==> src/design/rc4v_ram.sv <==
`default_nettype none
// ----------------------------------------------------------------------------
// RC4 generic RAM
// Single write port, single read port, registered read data held when idle.
// ----------------------------------------------------------------------------
module rc4v_ram #(
    parameter int WIDTH  = 8,
    parameter int DEPTH  = 512,
    parameter int ADDR_W = (DEPTH > 1) ? $clog2(DEPTH) : 1
) (
    input  wire logic              clk,
    input  wire logic              we,
    input  wire logic [ADDR_W-1:0] waddr,
    input  wire logic [WIDTH-1:0]  wdata,
    input  wire logic              re,
    input  wire logic [ADDR_W-1:0] raddr,
    output logic      [WIDTH-1:0]  rdata
);

    logic [WIDTH-1:0] mem [DEPTH];
    logic [WIDTH-1:0] rdata_reg;

    always_ff @(posedge clk)
    begin
        if (we)
        begin
            mem[waddr] <= wdata;
        end
        if (re)
        begin
            rdata_reg <= mem[raddr];
        end
    end

    assign rdata = rdata_reg;

endmodule
`default_nettype wire

==> config.mk <==
export PLATFORM = sky130hd
export DESIGN_NAME = rc4v_ram
export DESIGN_NICKNAME = d
export VERILOG_FILES = /design/src/design/rc4v_ram.sv
export SDC_FILE = /design/constraint.sdc
export NUM_CORES = 2
export LEC_CHECK = 0
export BUFFER_PORTS_ARGS = -buffer_cell sky130_fd_sc_hd__buf_2
export CAP_MARGIN = 40
export CORE_MARGIN = 1.5
export CORE_UTILIZATION = 63
export DETAILED_ROUTE_END_ITERATION = 12
export GPL_TIMING_DRIVEN = 1
export PLACE_DENSITY = 0.76
export SLEW_MARGIN = 20
export SYNTH_ARGS = -nofsm -noshare
export SYNTH_HDL_FRONTEND = slang
export SYNTH_SLANG_ARGS = --single-unit
==> constraint.sdc <==
create_clock -name clk -period 3.15 [get_ports clk]
set_clock_uncertainty 0.2 [all_clocks]
set_input_delay 0.63 -clock clk [delete_from_list [all_inputs] [get_ports clk]]
set_output_delay 0.63 -clock clk [all_outputs]
set_load 0.01 [all_outputs]
==> tab_implementation.tex <==
\begin{tabular}{lr}
\hline
Metric & Value \\
\hline
\multicolumn{2}{l}{\textbf{Pwr}} \\
Int Pwr & a little under 90000 uW \\
Clock Power Share & $\sim$41\% \\
Final total power & approximately 110000 uW \\
Peak supply drop & approximately 680 uV \\
Pwr Density & 605 nW/um\^{}2 \\
LEAKAGE & $\sim$0.062 uW \\
Sequential power share & between 50\% and 60\% \\
Combinational share of power & $\sim$5.5\% \\
Switching part of the total power & 21.3\% \\
Net Sw Power & between 20000 and 25000 uW \\
\multicolumn{2}{l}{\textbf{Clock tree}} \\
Clock Latency Late Sink & $\sim$1.0 ns \\
Clock buffer count from CTS & 404 \\
Buffer levels on the longest clock path & 4 \\
Post CTS Setup Buffer Count & 0 \\
Total number of clock tree sinks & just over 4k \\
H-tree level count & 5 \\
CTS root buffer & sky130\_fd\_sc\_hd\_\_clkbuf\_16 \\
Clock slew at the register clock pins of the worst setup and hold paths & $\sim$0.060 ns \\
TritonCTS clock tree & yes \\
\multicolumn{2}{l}{\textbf{Detailed routing}} \\
DR vias & approximately 90k \\
First-iteration detailed-routing DRC count & about 14k \\
Routed length per instance & between 30 and 40 um \\
Detailed-router iteration count before antenna repair & 13 \\
Remaining DRCs & 0 \\
Post-Route WL & 436 mm \\
Remaining number of nets flagged by the antenna check after routing & 0 \\
DR vias/cell & slightly below 7 \\
\multicolumn{2}{l}{\textbf{Cells and area}} \\
Fillers & between 10k and 15k \\
Number of flip-flops under the largest register name & roughly 4k \\
Final instance count without filler cells & 13.0k \\
Number of nets in the layout & between 9k and 10k \\
Utilization after layout & around three quarters \\
Share of cells above drive strength 1 & 27.6\% \\
Layout-stage area growth over the synthesis result & 16.8\% \\
\multicolumn{2}{l}{\textbf{Yosys}} \\
Synth Instances & about 8k \\
Nets in the synthesized netlist & 8059 \\
Post-synthesis share of cell area spent on full adders, half adders and majority gates & 0\% \\
Multiplexer fraction of the synthesized cell area & approximately 14\% \\
Dominant combinational cell family by area after synthesis & multiplexers \\
Proportion of synthesized chip area in sequential cells & around 77\% \\
Flop and latch count out of synthesis & 4104 \\
Most used DFF post-synth & sky130\_fd\_sc\_hd\_\_edfxtp\_1 \\
Post-Synth Simple-Gate Area & 2.63\% \\
Number of enable-type register cells in the synthesized netlist & 4104 \\
Parity-gate share of the synthesized area counting xor and xnor cells & 0\% \\
Complex-gate fraction of the synthesized area & under 10\% \\
Netlist area before placement & around 160000 sq um \\
Synth unique cells & 50 \\
Synth Warn \# & 0 \\
Per-instance average area after synthesis & between 15 and 20 sq um \\
Async set or reset register ratio after synthesis & 0\% \\
\multicolumn{2}{l}{\textbf{Job}} \\
Max capacitance violation total & 0 \\
\multicolumn{2}{l}{\textbf{Timing}} \\
Final Hold Fails & 0 \\
Total of endpoints with negative setup slack in the final report & 7 \\
Final period utilization & 104\% \\
Worst slew margin & between 10\% and 20\% \\
Slew Limit Fails & 0 \\
RSZ-0062 raised after global routing & false \\
Transition at the pin with the smallest max-transition slack & around 1.2 ns \\
Final Hold Slack & 0.196 ns \\
Worst setup slack after layout & -0.137 ns \\
Minimum clock period & about 3.3 ns \\
Max Clock Freq & slightly above 300 MHz \\
\multicolumn{2}{l}{\textbf{Global route}} \\
Number of global-route vias before repair & 90.4k \\
Overall overflow remaining after global route & 0 \\
GR peak layer & met2 \\
Met3 GRT Util & roughly 8.6\% \\
Overall fraction of global-route tracks in use & between 30\% and 40\% \\
Antenna violations before repair & 28 \\
Met2 track utilization from global routing & 52.6\% \\
Maximum number of pins on one net before global-route repair & $\sim$160 \\
First-pass GRT wire length & roughly 630 mm \\
Met1 track demand over resource & 46.1\% \\
\multicolumn{2}{l}{\textbf{Critical path}} \\
Crit path max fanout & 67 \\
Kind of start point of the critical path & input pin \\
Critical Path Start & raddr[1] \\
Crit path required time & roughly 3.8 ns \\
Start-to-end type of the worst setup path & in -> reg \\
Data arrival time of the worst path & $\sim$3.9 ns \\
Source of the worst register-to-register timing path & mem[264][4]\$\_DFFE\_PP\_ \\
Reg-to-reg endpoint & rdata[4]\$\_DFFE\_PP\_ \\
Setup crit end kind & flip-flop \\
Cell count of the worst reg-to-reg path & 9 \\
Setup slack on the worst flop-to-flop path & about 0.12 ns \\
\multicolumn{2}{l}{\textbf{Worst hold path}} \\
Hold wc startpoint & waddr[1] \\
Type of the worst min-delay path & in -> reg \\
Worst Hold Path Cells & 4 \\
Hold Crit Endpoint & mem[283][7]\$\_DFFE\_PP\_ \\
\multicolumn{2}{l}{\textbf{Placed design}} \\
Number of buffers inserted by port buffering & 36 \\
Routability Congestion & 0.963 \\
Count of placed standard cells including taps & between 10k and 15k \\
Hpwl dp & around 270 mm \\
Worst slack at placement & -1.00 ns \\
\multicolumn{2}{l}{\textbf{Status}} \\
Failing checks & negative setup slack \\
Status & finished, violations left \\
\multicolumn{2}{l}{\textbf{Floorplan}} \\
Top-Level Pins & 37 \\
Placement Rows & $\sim$180 \\
Die Y & 507 um \\
Placeable core region & 252000 sq um \\
Die Outline Area & 257000 sq um \\
Horizontal extent of the die & around 500 um \\
Starting utilization of the core area & 63.5\% \\
\hline
\end{tabular}
## timing repair
item,CTS,global route
gates cloned,0,1
hold endpoints to repair,226,0
endpoints found under the setup margin,4,8
resized for setup,5,20
pin swaps,1,5
hold buffers,9,0
## critical path: stages
cell and delay [ns]:
sky130_fd_sc_hd__buf_8 0.13, sky130_fd_sc_hd__buf_4 0.16, sky130_fd_sc_hd__nand2b_4 0.11, sky130_fd_sc_hd__buf_12 0.18
sky130_fd_sc_hd__buf_12 0.16, sky130_fd_sc_hd__buf_16 0.34, sky130_fd_sc_hd__o221ai_1 0.35, sky130_fd_sc_hd__a21oi_1 0.11
sky130_fd_sc_hd__buf_4 0.15, sky130_fd_sc_hd__nor3_1 0.25, sky130_fd_sc_hd__nand4_1 0.45, sky130_fd_sc_hd__nand2_2 0.36
sky130_fd_sc_hd__o2111a_1 0.23
## through the flow
stage | cell area [sq um] | TNS (ns)
finish | 187000 | -0.505
global route | 187000 | 0
CTS | 187000 | 0
detailed placement | 174000 | -7.35
global placement | 174000 | -8.41
floorplan | 160000 | 0
## cells in the mapped netlist, types with 57 or more instances
master                        n  area share [%]
sky130_fd_sc_hd__edfxtp_1  4104              77
sky130_fd_sc_hd__mux2i_1    797             5.0
sky130_fd_sc_hd__mux4_2     654             9.2
sky130_fd_sc_hd__nor2_1     597             1.4
sky130_fd_sc_hd__o221ai_1   371             2.0
sky130_fd_sc_hd__clkbuf_1   265            0.62
sky130_fd_sc_hd__a21oi_1    194            0.61
sky130_fd_sc_hd__o22ai_1    163            0.64
sky130_fd_sc_hd__o21ai_0    118            0.37
sky130_fd_sc_hd__nand2_1    111            0.26
sky130_fd_sc_hd__nor3_1     109            0.34
sky130_fd_sc_hd__buf_4       70            0.33
sky130_fd_sc_hd__buf_6       64            0.45
sky130_fd_sc_hd__a22oi_1     61            0.29
sky130_fd_sc_hd__buf_2       57            0.18
## power by group through the flow
stage,Clock [uW],Sequential (uW),Combinational [uW]
final,46600,60200,6260
after global routing,48800,60200,6420
after CTS,46800,60200,6110
after detailed placement,0,61400,6010
after global placement,0,61400,5870
after floorplan,0,61300,2860
## worst max path at each step
stage,to,slack [ns],depth (start not counted)
final,rdata[5]$_DFFE_PP_,-0.14,13
after global routing,rdata[3]$_DFFE_PP_,0.007,14
after CTS,rdata[7]$_DFFE_PP_,0.01,15
after detailed placement,rdata[5]$_DFFE_PP_,-1.00,12
after global placement,rdata[3]$_DFFE_PP_,-1.15,9
after floorplan,rdata[0]$_DFFE_PP_,0.21,10
## layout make-up
class / count / area [sq um] / share of cell area [%]
antenna: 13 / 32.5 / 0.0174
timing repair buffer: 1430 / 12700 / 6.79
tap: 3348 / 4190 / 2.24
multi-input combinational: 3410 / 34100 / 18.3
clock inverter: 234 / 2110 / 1.13
clock buffer: 480 / 10500 / 5.60
sequential: 4104 / 123000 / 66.0
inverter: 3 / 18.8 / 0.0100
## metal layers
layer  vias up  share of wire, %
li1      36074                 -
met1     45585                35
met2      6983                47
met3      1226                13
met4        18               5.3
met5         -             0.029
## cell families (layout without fill, tap and decap cells)
family	Yosys count	after routing
AO/OA/AOI/OAI	979	979
buffers and inverters	516	2147
flip-flops	4104	4104
AND/OR/NAND/NOR	980	980
multiplexers	1451	1451
other	0	13
## placed cells by master, fill, tap and decap left out, types with 96 or more instances in the layout
master,Yosys,routed
sky130_fd_sc_hd__o22ai_1,163,163
sky130_fd_sc_hd__edfxtp_1,4104,4104
sky130_fd_sc_hd__buf_4,70,1225
sky130_fd_sc_hd__a21oi_1,194,194
sky130_fd_sc_hd__o221ai_1,371,367
sky130_fd_sc_hd__nand2_1,111,96
sky130_fd_sc_hd__buf_12,5,148
sky130_fd_sc_hd__nor3_1,109,109
sky130_fd_sc_hd__mux2i_1,797,797
sky130_fd_sc_hd__o21ai_0,118,116
sky130_fd_sc_hd__clkinv_1,0,98
sky130_fd_sc_hd__mux4_2,654,654
sky130_fd_sc_hd__nor2_1,597,594
sky130_fd_sc_hd__clkbuf_16,0,408
Note: power is estimated with default switching activity, not from simulation.
