### src/design/rc4v_mod.sv
`default_nettype none
// ----------------------------------------------------------------------------
// RC4 remainder unit
// Reduces a small sum modulo n. Sums below 2n are reduced directly; larger
// ones go through a restoring bit-serial pass, one dividend bit per cycle.
// ----------------------------------------------------------------------------
module rc4v_mod #(
    parameter int DW = 10,
    parameter int NW = 10,
    parameter int AW = 9
) (
    input  wire logic          clk,
    input  wire logic          rst_n,
    input  wire logic          start,
    input  wire logic [DW-1:0] dividend,
    input  wire logic [NW-1:0] divisor,
    output logic               busy,
    output logic      [AW-1:0] remainder
);

    localparam int CW = $clog2(DW + 1);

    logic          busy_reg, busy_next;
    logic [CW-1:0] count_reg, count_next;
    logic [DW-1:0] shift_reg, shift_next;
    logic [NW-1:0] rem_reg, rem_next;

    logic [DW-1:0] div_wide;
    logic [DW-1:0] diff;
    logic [NW:0]   trial;
    logic [NW:0]   div_ext;
    logic [NW:0]   trial_sub;

    always_comb
    begin
        div_wide   = DW'(divisor);
        diff       = dividend - div_wide;
        div_ext    = {1'b0, divisor};
        trial      = {rem_reg, shift_reg[DW-1]};
        trial_sub  = trial - div_ext;
        busy_next  = busy_reg;
        count_next = count_reg;
        shift_next = shift_reg;
        rem_next   = rem_reg;
        if (start)
        begin
            if (dividend < div_wide)
            begin
                rem_next = dividend[NW-1:0];
            end
            else if (diff < div_wide)
            begin
                rem_next = diff[NW-1:0];
            end
            else
            begin
                busy_next  = 1'b1;
                count_next = CW'(DW);
                shift_next = dividend;
                rem_next   = '0;
            end
        end
        else if (busy_reg)
        begin
            rem_next   = (trial >= div_ext) ? trial_sub[NW-1:0] : trial[NW-1:0];
            shift_next = {shift_reg[DW-2:0], 1'b0};
            count_next = count_reg - CW'(1);
            if (count_reg == CW'(1))
            begin
                busy_next = 1'b0;
            end
        end
    end

    always_ff @(posedge clk or negedge rst_n)
    begin
        if (!rst_n)
        begin
            busy_reg  <= 1'b0;
            count_reg <= '0;
        end
        else
        begin
            busy_reg  <= busy_next;
            count_reg <= count_next;
        end
    end

    always_ff @(posedge clk)
    begin
        shift_reg <= shift_next;
        rem_reg   <= rem_next;
    end

    assign busy      = busy_reg;
    assign remainder = rem_reg[AW-1:0];

endmodule
`default_nettype wire

### config.mk
export PLATFORM = sky130hd
export DESIGN_NAME = rc4v_mod
export DESIGN_NICKNAME = d
export VERILOG_FILES = /design/src/design/rc4v_mod.sv
export SDC_FILE = /design/constraint.sdc
export NUM_CORES = 1
export LEC_CHECK = 0
export BUFFER_PORTS_ARGS = -buffer_cell sky130_fd_sc_hd__buf_2
export CORE_AREA = 2 2 78 65
export CTS_BUF_LIST = sky130_fd_sc_hd__clkbuf_8
export CTS_CLUSTER_DIAMETER = 200
export DETAILED_ROUTE_END_ITERATION = 6
export DIE_AREA = 0 0 80 67
export GPL_TIMING_DRIVEN = 0
export PLACE_DENSITY = 0.82
export SLEW_MARGIN = 20
export SYNTH_ARGS = -nofsm -noshare
export SYNTH_HDL_FRONTEND = slang
export SYNTH_SLANG_ARGS = --single-unit
### constraint.sdc
create_clock -name clk -period 5.23 [get_ports clk]
set_clock_uncertainty 0.05 [all_clocks]
set_input_delay 0.523 -clock clk [delete_from_list [all_inputs] [get_ports clk]]
set_output_delay 0.523 -clock clk [all_outputs]
set_load 0.005 [all_outputs]
==> flow_metrics.env, run 1 <==
export IMPL_totalWireLength_mm=6.29
export IMPL_setup_viol=0
export IMPL_synthesis_area_um2=2650
export IMPL_cp_slowest_cell="o32a_1"
export IMPL_grt_ovfl_total=0
export IMPL_area_growth_pct=10.9
export IMPL_crit_type="input port to register"
export IMPL_hold_viol_final=0
export IMPL_clk_path_buf_depth=2
export IMPL_syn_area_per_cell_um2=9.30
export IMPL_cap_violations=0
export IMPL_power_uw=1020
export IMPL_peakVddDrop_mv=0.149
export IMPL_vias=2292
export IMPL_min_period_ns=3.90
export IMPL_arrival_ns=3.97
export IMPL_nets=379
export IMPL_grt_use_total=0.255
export IMPL_wl_per_cell_um=16.5
export IMPL_die_h_um=67
export IMPL_clock_latency_ns=0.28
export IMPL_grt_pass1_wl_mm=10.2
export IMPL_synth_warnings=0
export IMPL_rows=22
export IMPL_firstDrtPassIters=4
export IMPL_antennaDiodeCount=0
export IMPL_drt_iter0_markers=134
export IMPL_fillers=395
export IMPL_min_path_type="register to register"
export IMPL_grt_max_degree=16
export IMPL_core_area_um2=4510
export IMPL_maxSlewViolCount=0
export IMPL_reg2reg_depth=7
export IMPL_cts_tree="done"
export IMPL_yosysSeqAreaShare=0.274
export IMPL_io_buffers=31
export IMPL_end_kind="register"
export IMPL_syn_nets=342
export IMPL_die_w_um=80
export IMPL_tightest_slew_ns=0.587
export IMPL_period_share=0.746
export IMPL_cts_root_buf="clkbuf_8"
export IMPL_hold_depth=1
export IMPL_cts_sinks=25
export IMPL_drcViolationCount=0
export IMPL_synth_edff_count=20
export IMPL_critPathMaxFanout=8
export IMPL_ys_flop_type="edfxtp_1"
export IMPL_dp_worst_setup_slack_ns=1.12
export IMPL_power_density_nw_per_um2=348
export IMPL_syn_inst=285
export IMPL_r2r_start="rem_reg[8]"
export IMPL_drive_gt1_frac=0.202
export IMPL_cts_htree_levels=1
export IMPL_ys_ff_latch=25
export IMPL_setup_tns_ns=0
export IMPL_fmax_mhz=256
export IMPL_fin_area_um2=2940
export IMPL_outcome="finished clean"
export IMPL_start_util=0.587
export IMPL_timing_critical_path_cells="buf_2 > inv_1 > ha_1 > fa_1 > nand2b_1 > a211oi_2 > o22ai_1 > xnor2_1 > ha_1 > nor2b_1 > o32a_1 > nor3_1 > and3b_1 > a2bb2oi_1"
export IMPL_place_area_um2=2880
export IMPL_relSlewSlack=0.609
export IMPL_viasPerCell=6.02
export IMPL_grt_antenna_before_repair=0
export IMPL_r2r_slack_ns=2.47
export IMPL_slowest_delay_ns=0.46
export IMPL_cts_buffers=3
export IMPL_min_to="count_reg[0]"
export IMPL_worstHoldStart="count_reg[0]"
export IMPL_fin_ws_ns=1.33
export IMPL_worstSetupStartpointType="input port"
export IMPL_place_gp_congestion=0.825
export IMPL_dieArea_um2=5360
export IMPL_rsz0062_at_grt="false"
export IMPL_dpl_hpwl_mm=5.09
export IMPL_pin_count=33
export IMPL_worst_endpoint_required_ns=5.30
export IMPL_drtAntennaViolNets=0
export IMPL_first_global_vias=2142
export IMPL_synthArstFlopShare=0.200
export IMPL_ys_types=65
export IMPL_clkTransAtPathRegs_ns=0.10
export IMPL_r2r_end="rem_reg[9]"
export IMPL_power_leakage_uw=0.00132
export IMPL_path_common_cell="ha_1"
[kinds of logic (layout without fill, tap and decap cells)]
family          after synthesis  after routing  share of synthesized area
mux                          14             14                     0.0566
compound gates               82             82                      0.234
buf+inv                      41             77                     0.0769
simple gates                 79             79                      0.160
fa+ha+maj                    34             34                      0.166
flops                        25             25                      0.274
xor+xnor                     10             10                     0.0330
[critical path: cells and delay by family]
| family | cells | cell delay [ns] |
|---|---|---|
| AO/OA/AOI/OAI | 4 | 1.10 |
| AND/OR/NAND/NOR | 4 | 1.00 |
| adder cells (fa/ha/maj) | 3 | 0.94 |
| XOR/XNOR | 1 | 0.26 |
| buffers and inverters | 2 | 0.15 |
[Yosys cell counts (all sizes together) (3+ instances only)]
master,instances,share of area
ha,32,0.15
inv,25,0.035
nor2,22,0.031
edfxtp,20,0.23
nand2,18,0.025
o21ai,17,0.032
a21oi,16,0.030
buf,14,0.039
mux2,8,0.034
nor3,8,0.015
o21a,8,0.023
xnor2,7,0.023
mux2i,6,0.023
a211oi,5,0.016
dfrtp,5,0.047
nand3,5,0.0094
nor2b,5,0.015
a31oi,4,0.012
o311ai,4,0.013
a21o,3,0.0085
a221oi,3,0.0099
a2bb2oi,3,0.0099
a31o,3,0.0099
nand2b,3,0.0071
xor2,3,0.0099
[worst max path at each step]
stage | startpoint | endpoint | depth (start not counted)
3_5_place_dp | dividend[0] | rem_reg[7] | 14
2_1_floorplan | dividend[0] | rem_reg[7] | 13
4_1_cts | dividend[0] | rem_reg[7] | 14
6_report | dividend[0] | rem_reg[7] | 14
5_1_grt | divisor[1] | rem_reg[7] | 15
3_3_place_gp | dividend[0] | rem_reg[7] | 14
[per-layer routing]
layer,share of wire,global-route usage
met1,0.44,0.340
met2,0.45,0.413
met3,0.083,0.0447
met4,0.025,0.0996
met5,0,0
[where the power goes]
group	internal [uW]	switching, uW
registers	281	39.9
logic	270	307
clock network	54.3	70.1
[cells in the final DEF, fill, tap and decap left out, types with 3 or more instances in the layout]
| cell | count |
|---|---|
| a211oi_1 | 4 |
| a21o_1 | 3 |
| a21oi_1 | 16 |
| a221oi_1 | 3 |
| a2bb2oi_1 | 3 |
| a31oi_1 | 3 |
| buf_2 | 32 |
| buf_4 | 9 |
| clkbuf_8 | 3 |
| dfrtp_1 | 5 |
| edfxtp_1 | 20 |
| ha_1 | 32 |
| inv_1 | 25 |
| mux2_2 | 8 |
| mux2i_1 | 6 |
| nand2_1 | 18 |
| nand2b_1 | 3 |
| nand3_1 | 5 |
| nor2_1 | 22 |
| nor2b_1 | 4 |
| nor3_1 | 8 |
| o21a_1 | 8 |
| o21ai_0 | 15 |
| xnor2_1 | 7 |
| xor2_1 | 3 |
[stage by stage]
stage               instances   util  hold slack (ns)
finish                    381  0.651            0.494
global placement          376  0.638            0.293
floorplan                 285      -            0.177
detailed placement        376  0.638            0.295
CTS                       381  0.651            0.495
global route              381  0.651            0.524
[area by class of cell]
type / instances / area, um^2 / area share
repair buffers: 32 / 165 / 0.0562
well taps: 60 / 75.1 / 0.0255
flip-flops and latches: 25 / 726 / 0.247
plain buffers: 16 / 110 / 0.0374
multi-input cells: 219 / 1720 / 0.586
clock inverters: 1 / 7.51 / 0.00255
clock buffers: 3 / 41.3 / 0.0140
inverters: 25 / 93.8 / 0.0319
[repair_timing]
action                                 CTS  global route
buffers inserted                         0             0
endpoints found under the hold margin    5             0
gates resized for setup                  0             0
hold buffers                             1             0
(Power assumes the default switching activity.)
==> inputs of run 2 (changes only) <==
Clock period 5.23 ns to 3.7 ns, I/O delays scaled along.
==> flow_metrics.env, run 2 (synthesized netlist as in run 1, its figures left out) <==
export IMPL_outcome="finished clean"
export IMPL_vias=2309
export IMPL_period_share=0.957
export IMPL_cts_tree="done"
export IMPL_tightest_slew_ns=0.608
export IMPL_clock_latency_ns=0.28
export IMPL_clkTransAtPathRegs_ns=0.10
export IMPL_grt_pass1_wl_mm=10.2
export IMPL_clk_path_buf_depth=2
export IMPL_drtAntennaViolNets=0
export IMPL_fmax_mhz=283
export IMPL_cts_sinks=25
export IMPL_worst_endpoint_required_ns=3.77
export IMPL_nets=379
export IMPL_relSlewSlack=0.595
export IMPL_cp_slowest_cell="o32a_1"
export IMPL_drive_gt1_frac=0.209
export IMPL_dp_cells=376
export IMPL_antennaDiodeCount=0
export IMPL_power_leakage_uw=0.00132
export IMPL_rsz0062_at_grt="false"
export IMPL_power_density_nw_per_um2=491
export IMPL_regArea_um2=726
export IMPL_min_period_ns=3.54
export IMPL_crit_type="input port to register"
export IMPL_setup_tns_ns=0
export IMPL_path_common_cell="ha_1"
export IMPL_setup_viol=0
export IMPL_core_area_um2=4510
export IMPL_grt_antenna_before_repair=0
export IMPL_die_w_um=80
export IMPL_grt_max_degree=16
export IMPL_final_cell_mix="buf_2 (32), ha_1 (32), inv_1 (25), nor2_1 (22), edfxtp_1 (20)"
export IMPL_io_buffers=31
export IMPL_maxSlewViolCount=0
export IMPL_dpl_hpwl_mm=5.09
export IMPL_post_cts_buffers=0
export IMPL_grt_use_total=0.255
export IMPL_cts_htree_levels=1
export IMPL_start_util=0.587
export IMPL_cts_root_buf="clkbuf_8"
export IMPL_fillers=391
export IMPL_drcViolationCount=0
export IMPL_worstSetupStartpointType="input port"
export IMPL_wl_per_cell_um=16.6
export IMPL_timing_critical_path_cells="buf_2 > inv_1 > ha_1 > fa_1 > nand2b_1 > a211oi_2 > o22ai_1 > xnor2_1 > ha_1 > nor2b_1 > o32a_1 > nor3_4 > and3b_1 > a2bb2oi_1"
export IMPL_first_global_vias=2142
export IMPL_firstDrtPassIters=4
export IMPL_rows=22
export IMPL_dieArea_um2=5360
export IMPL_drt_iter0_markers=119
export IMPL_cts_buffers=3
export IMPL_area_growth_pct=11.5
export IMPL_grt_ovfl_total=0
export IMPL_totalWireLength_mm=6.33
export IMPL_hold_viol_final=0
export IMPL_critPathMaxFanout=8
export IMPL_pin_count=33
export IMPL_viasPerCell=6.06
export IMPL_min_path_type="input port to async pin"
export IMPL_finalNonFillerCells=381
export IMPL_end_kind="register"
export IMPL_cap_violations=0
export IMPL_place_gp_congestion=0.825
export IMPL_arrival_ns=3.61
export IMPL_slowest_delay_ns=0.48
export IMPL_die_h_um=67
export IMPL_peakVddDrop_mv=0.212
export IMPL_multiInputGateArea_um2=1740
-- run 2: cell count changes in the layout (fill, tap and decap cells not counted) --
cell    change
nor3_4      +1
nor3_1      -2
nor3_2      +1
-- run 2: repair_timing --
action                                  4_1_cts  5_1_grt
endpoints found under the hold margin         5        0
gates resized for setup                       0        3
endpoints found under the setup margin        0        5
hold buffers                                  1        0
-- run 2: final timing paths --
check                      cells after the start  slack [ns]    startpoint            to
max reg2reg                                    7        0.94    rem_reg[8]    rem_reg[9]
max in group asynchronous                      2        3.10         rst_n  count_reg[2]
min in group clk                               2        0.39   dividend[7]  shift_reg[7]
max                                           14        0.16   dividend[0]    rem_reg[7]
min reg2reg                                    1        0.49  count_reg[0]  count_reg[0]
min                                            2        0.36         rst_n          busy
-- run 2: worst max-delay path: cells and delay by family --
kind	cells	cell delay, ns
and+or+nand+nor	4	0.77
xor gates and xnor gates	1	0.26
buffers and inverters	2	0.15
adders and majority gates	3	0.94
AOI/OAI and AO/OA	4	1.11
-- run 2: through the flow --
stage                     utilization  hold slack (ns)  setup WS [ns]  power [uW]  area [um^2]
final                           0.655            0.363          0.161        1450         2960
after global routing            0.655            0.378         0.0252        1560         2960
after CTS                       0.651            0.365         0.0345        1440         2940
after detailed placement        0.638            0.142         -0.260        1260         2880
after global placement          0.638            0.140         -0.201        1220         2880
after floorplan                     -           0.0244          0.327        1060         2650
-- run 2: cell type report --
type	count	area share
well taps	60	0.0254
multi-input cells	219	0.588
clock inverters	1	0.00254
flip-flops and latches	25	0.245
inverters	25	0.0317
repair buffers	32	0.0559
plain buffers	16	0.0372
clock buffers	3	0.0140
-- run 2: routing by layer --
metal | part of all wire | global-route usage | vias to the layer above
met2 | 0.45 | 0.413 | 96
met1 | 0.46 | 0.340 | 1074
met5 | 0 | 0 | -
li1 | - | - | 1128
met3 | 0.070 | 0.0447 | 11
met4 | 0.021 | 0.0996 | 0
-- run 2: power by group --
part           internal, uW  leakage, uW  switching (uW)  total [uW]
clock                  76.8    0.0000217            99.2         176
combinational           384      0.00105             439         823
sequential              397     0.000248            55.5         452
total                   858      0.00132             594        1450
==> inputs of run 3 (changes only) <==
Settings changed: CORE_AREA 2 2 78 65 to 2 2 85 71, DIE_AREA 0 0 80 67 to 0 0 87 73, PLACE_DENSITY 0.82 to 0.7.
Clock period 3.7 ns to 3.4 ns, I/O delays scaled along.
==> flow_metrics.env, run 3 (synthesized netlist as in run 1, its figures left out) <==
export IMPL_timing_critical_path_cells="buf_2 > inv_1 > ha_1 > fa_2 > nand2b_4 > a211oi_4 > o22ai_2 > xnor2_2 > ha_2 > nor2b_1 > o32a_4 > nor3_4 > and3b_1 > a2bb2oi_1"
export IMPL_cts_htree_levels=1
export IMPL_crit_type="input port to register"
export IMPL_drive_gt1_frac=0.246
export IMPL_min_path_type="input port to async pin"
export IMPL_cap_violations=0
export IMPL_power_uw=1610
export IMPL_slowest_delay_ns=0.44
export IMPL_grt_ovfl_total=0
export IMPL_rows=25
export IMPL_worst_endpoint_required_ns=3.47
export IMPL_relSlewSlack=0.580
export IMPL_fin_ws_ns=0.116
export IMPL_grt_max_degree=14
export IMPL_clk_path_buf_depth=2
export IMPL_start_util=0.474
export IMPL_final_cell_mix="buf_2 (32), ha_1 (31), inv_1 (26), nor2_1 (21), edfxtp_1 (20)"
export IMPL_hold_viol_final=0
export IMPL_min_period_ns=3.28
export IMPL_place_gp_congestion=0.804
export IMPL_place_area_um2=2890
export IMPL_dr_wl_met3_um=336
export IMPL_power_density_nw_per_um2=527
export IMPL_crit_path_start="dividend[0]"
export IMPL_core_area_um2=5600
export IMPL_path_buf_inv=2
export IMPL_cts_sinks=25
export IMPL_grt_use_total=0.213
export IMPL_critPathTopFamily="compound AO/OA/AOI/OAI gates"
export IMPL_multiInputGateArea_um2=1810
export IMPL_arrival_ns=3.35
export IMPL_fin_area_um2=3060
export IMPL_setup_viol=0
export IMPL_drtAntennaViolNets=0
export IMPL_r2r_start="rem_reg[8]"
export IMPL_dieArea_um2=6350
export IMPL_worstSetupStartpointType="input port"
export IMPL_power_leakage_uw=0.00137
export IMPL_die_w_um=87
export IMPL_viasPerCell=5.89
export IMPL_grt_pass1_wl_mm=10.6
export IMPL_firstDrtPassIters=5
export IMPL_wl_met2_mm=3.05
export IMPL_first_global_vias=2207
export IMPL_nets=383
export IMPL_maxSlewViolCount=0
export IMPL_period_share=0.966
export IMPL_clkTransAtPathRegs_ns=0.09
export IMPL_peakVddDrop_mv=0.165
export IMPL_fillers=516
export IMPL_met1_length_mm=3.23
export IMPL_io_buffers=31
export IMPL_dp_worst_setup_slack_ns=-0.548
export IMPL_die_h_um=73
export IMPL_tightest_slew_ns=0.628
export IMPL_totalWireLength_mm=6.68
export IMPL_regArea_um2=726
export IMPL_mostFrequentLayoutCell="buf_2"
export IMPL_antennaDiodeCount=0
export IMPL_drt_iter0_markers=178
export IMPL_fmax_mhz=304
export IMPL_drcViolationCount=0
export IMPL_highest_layer="met4"
export IMPL_dpl_hpwl_mm=5.20
export IMPL_pin_count=33
export IMPL_outcome="finished clean"
export IMPL_cts_tree="done"
export IMPL_end_kind="register"
export IMPL_cp_slowest_cell="o32a_4"
export IMPL_cts_root_buf="clkbuf_8"
export IMPL_grt_antenna_before_repair=0
export IMPL_wl_per_cell_um=17.0
export IMPL_cts_buffers=3
export IMPL_clock_latency_ns=0.27
export IMPL_vias=2309
export IMPL_hold_ws_ns=0.359
export IMPL_critPathMaxFanout=7
export IMPL_area_growth_pct=15.5
## run 3: timing repair
| item | in CTS | in global routing |
|---|---|---|
| hold endpoints to repair | 5 | 0 |
| setup endpoints to repair | 5 | 20 |
| pin swaps | 4 | 8 |
| hold buffers | 1 | 0 |
| gates cloned | 0 | 0 |
| setup buffers | 1 | 3 |
| gates resized for setup | 5 | 11 |
## run 3: where the power goes
group	total, uW	switching [uW]	internal, uW
clock	181	100	81.1
combinational	941	495	446
sequential	492	60.9	432
total	1610	657	958
## run 3: final timing paths
kind | endpoint | depth (start not counted) | slack [ns]
worst max-delay path | rem_reg[7] | 14 | 0.12
worst min-delay path | count_reg[3] | 2 | 0.36
worst max register to register | rem_reg[9] | 7 | 0.66
worst min register to register | shift_reg[6] | 1 | 0.51
max in group asynchronous | count_reg[1] | 2 | 2.81
min in group clk | shift_reg[4] | 2 | 0.37
## run 3: cell type report
type	count	area share
Clock inverter	1	0.00123
Timing Repair Buffer	36	0.0637
Multi-Input combinational cell	219	0.591
Sequential cell	25	0.237
Buffer	16	0.0359
Inverter	25	0.0306
Tap cell	67	0.0274
Clock buffer	3	0.0135
## run 3: per-stage QoR
step                setup TNS, ns  utilization  instances
floorplan                       0            -        285
global placement            -5.03        0.516        383
finish                          0        0.547        392
global route              -0.0166        0.547        392
CTS                             0        0.533        389
detailed placement          -6.13        0.516        383
## run 3: per-layer routing
metal  track usage  vias to the layer above
met2         0.344                       78
met1         0.311                     1091
li1              -                     1133
met5             0                        -
met4        0.0434                        0
met3        0.0215                        7
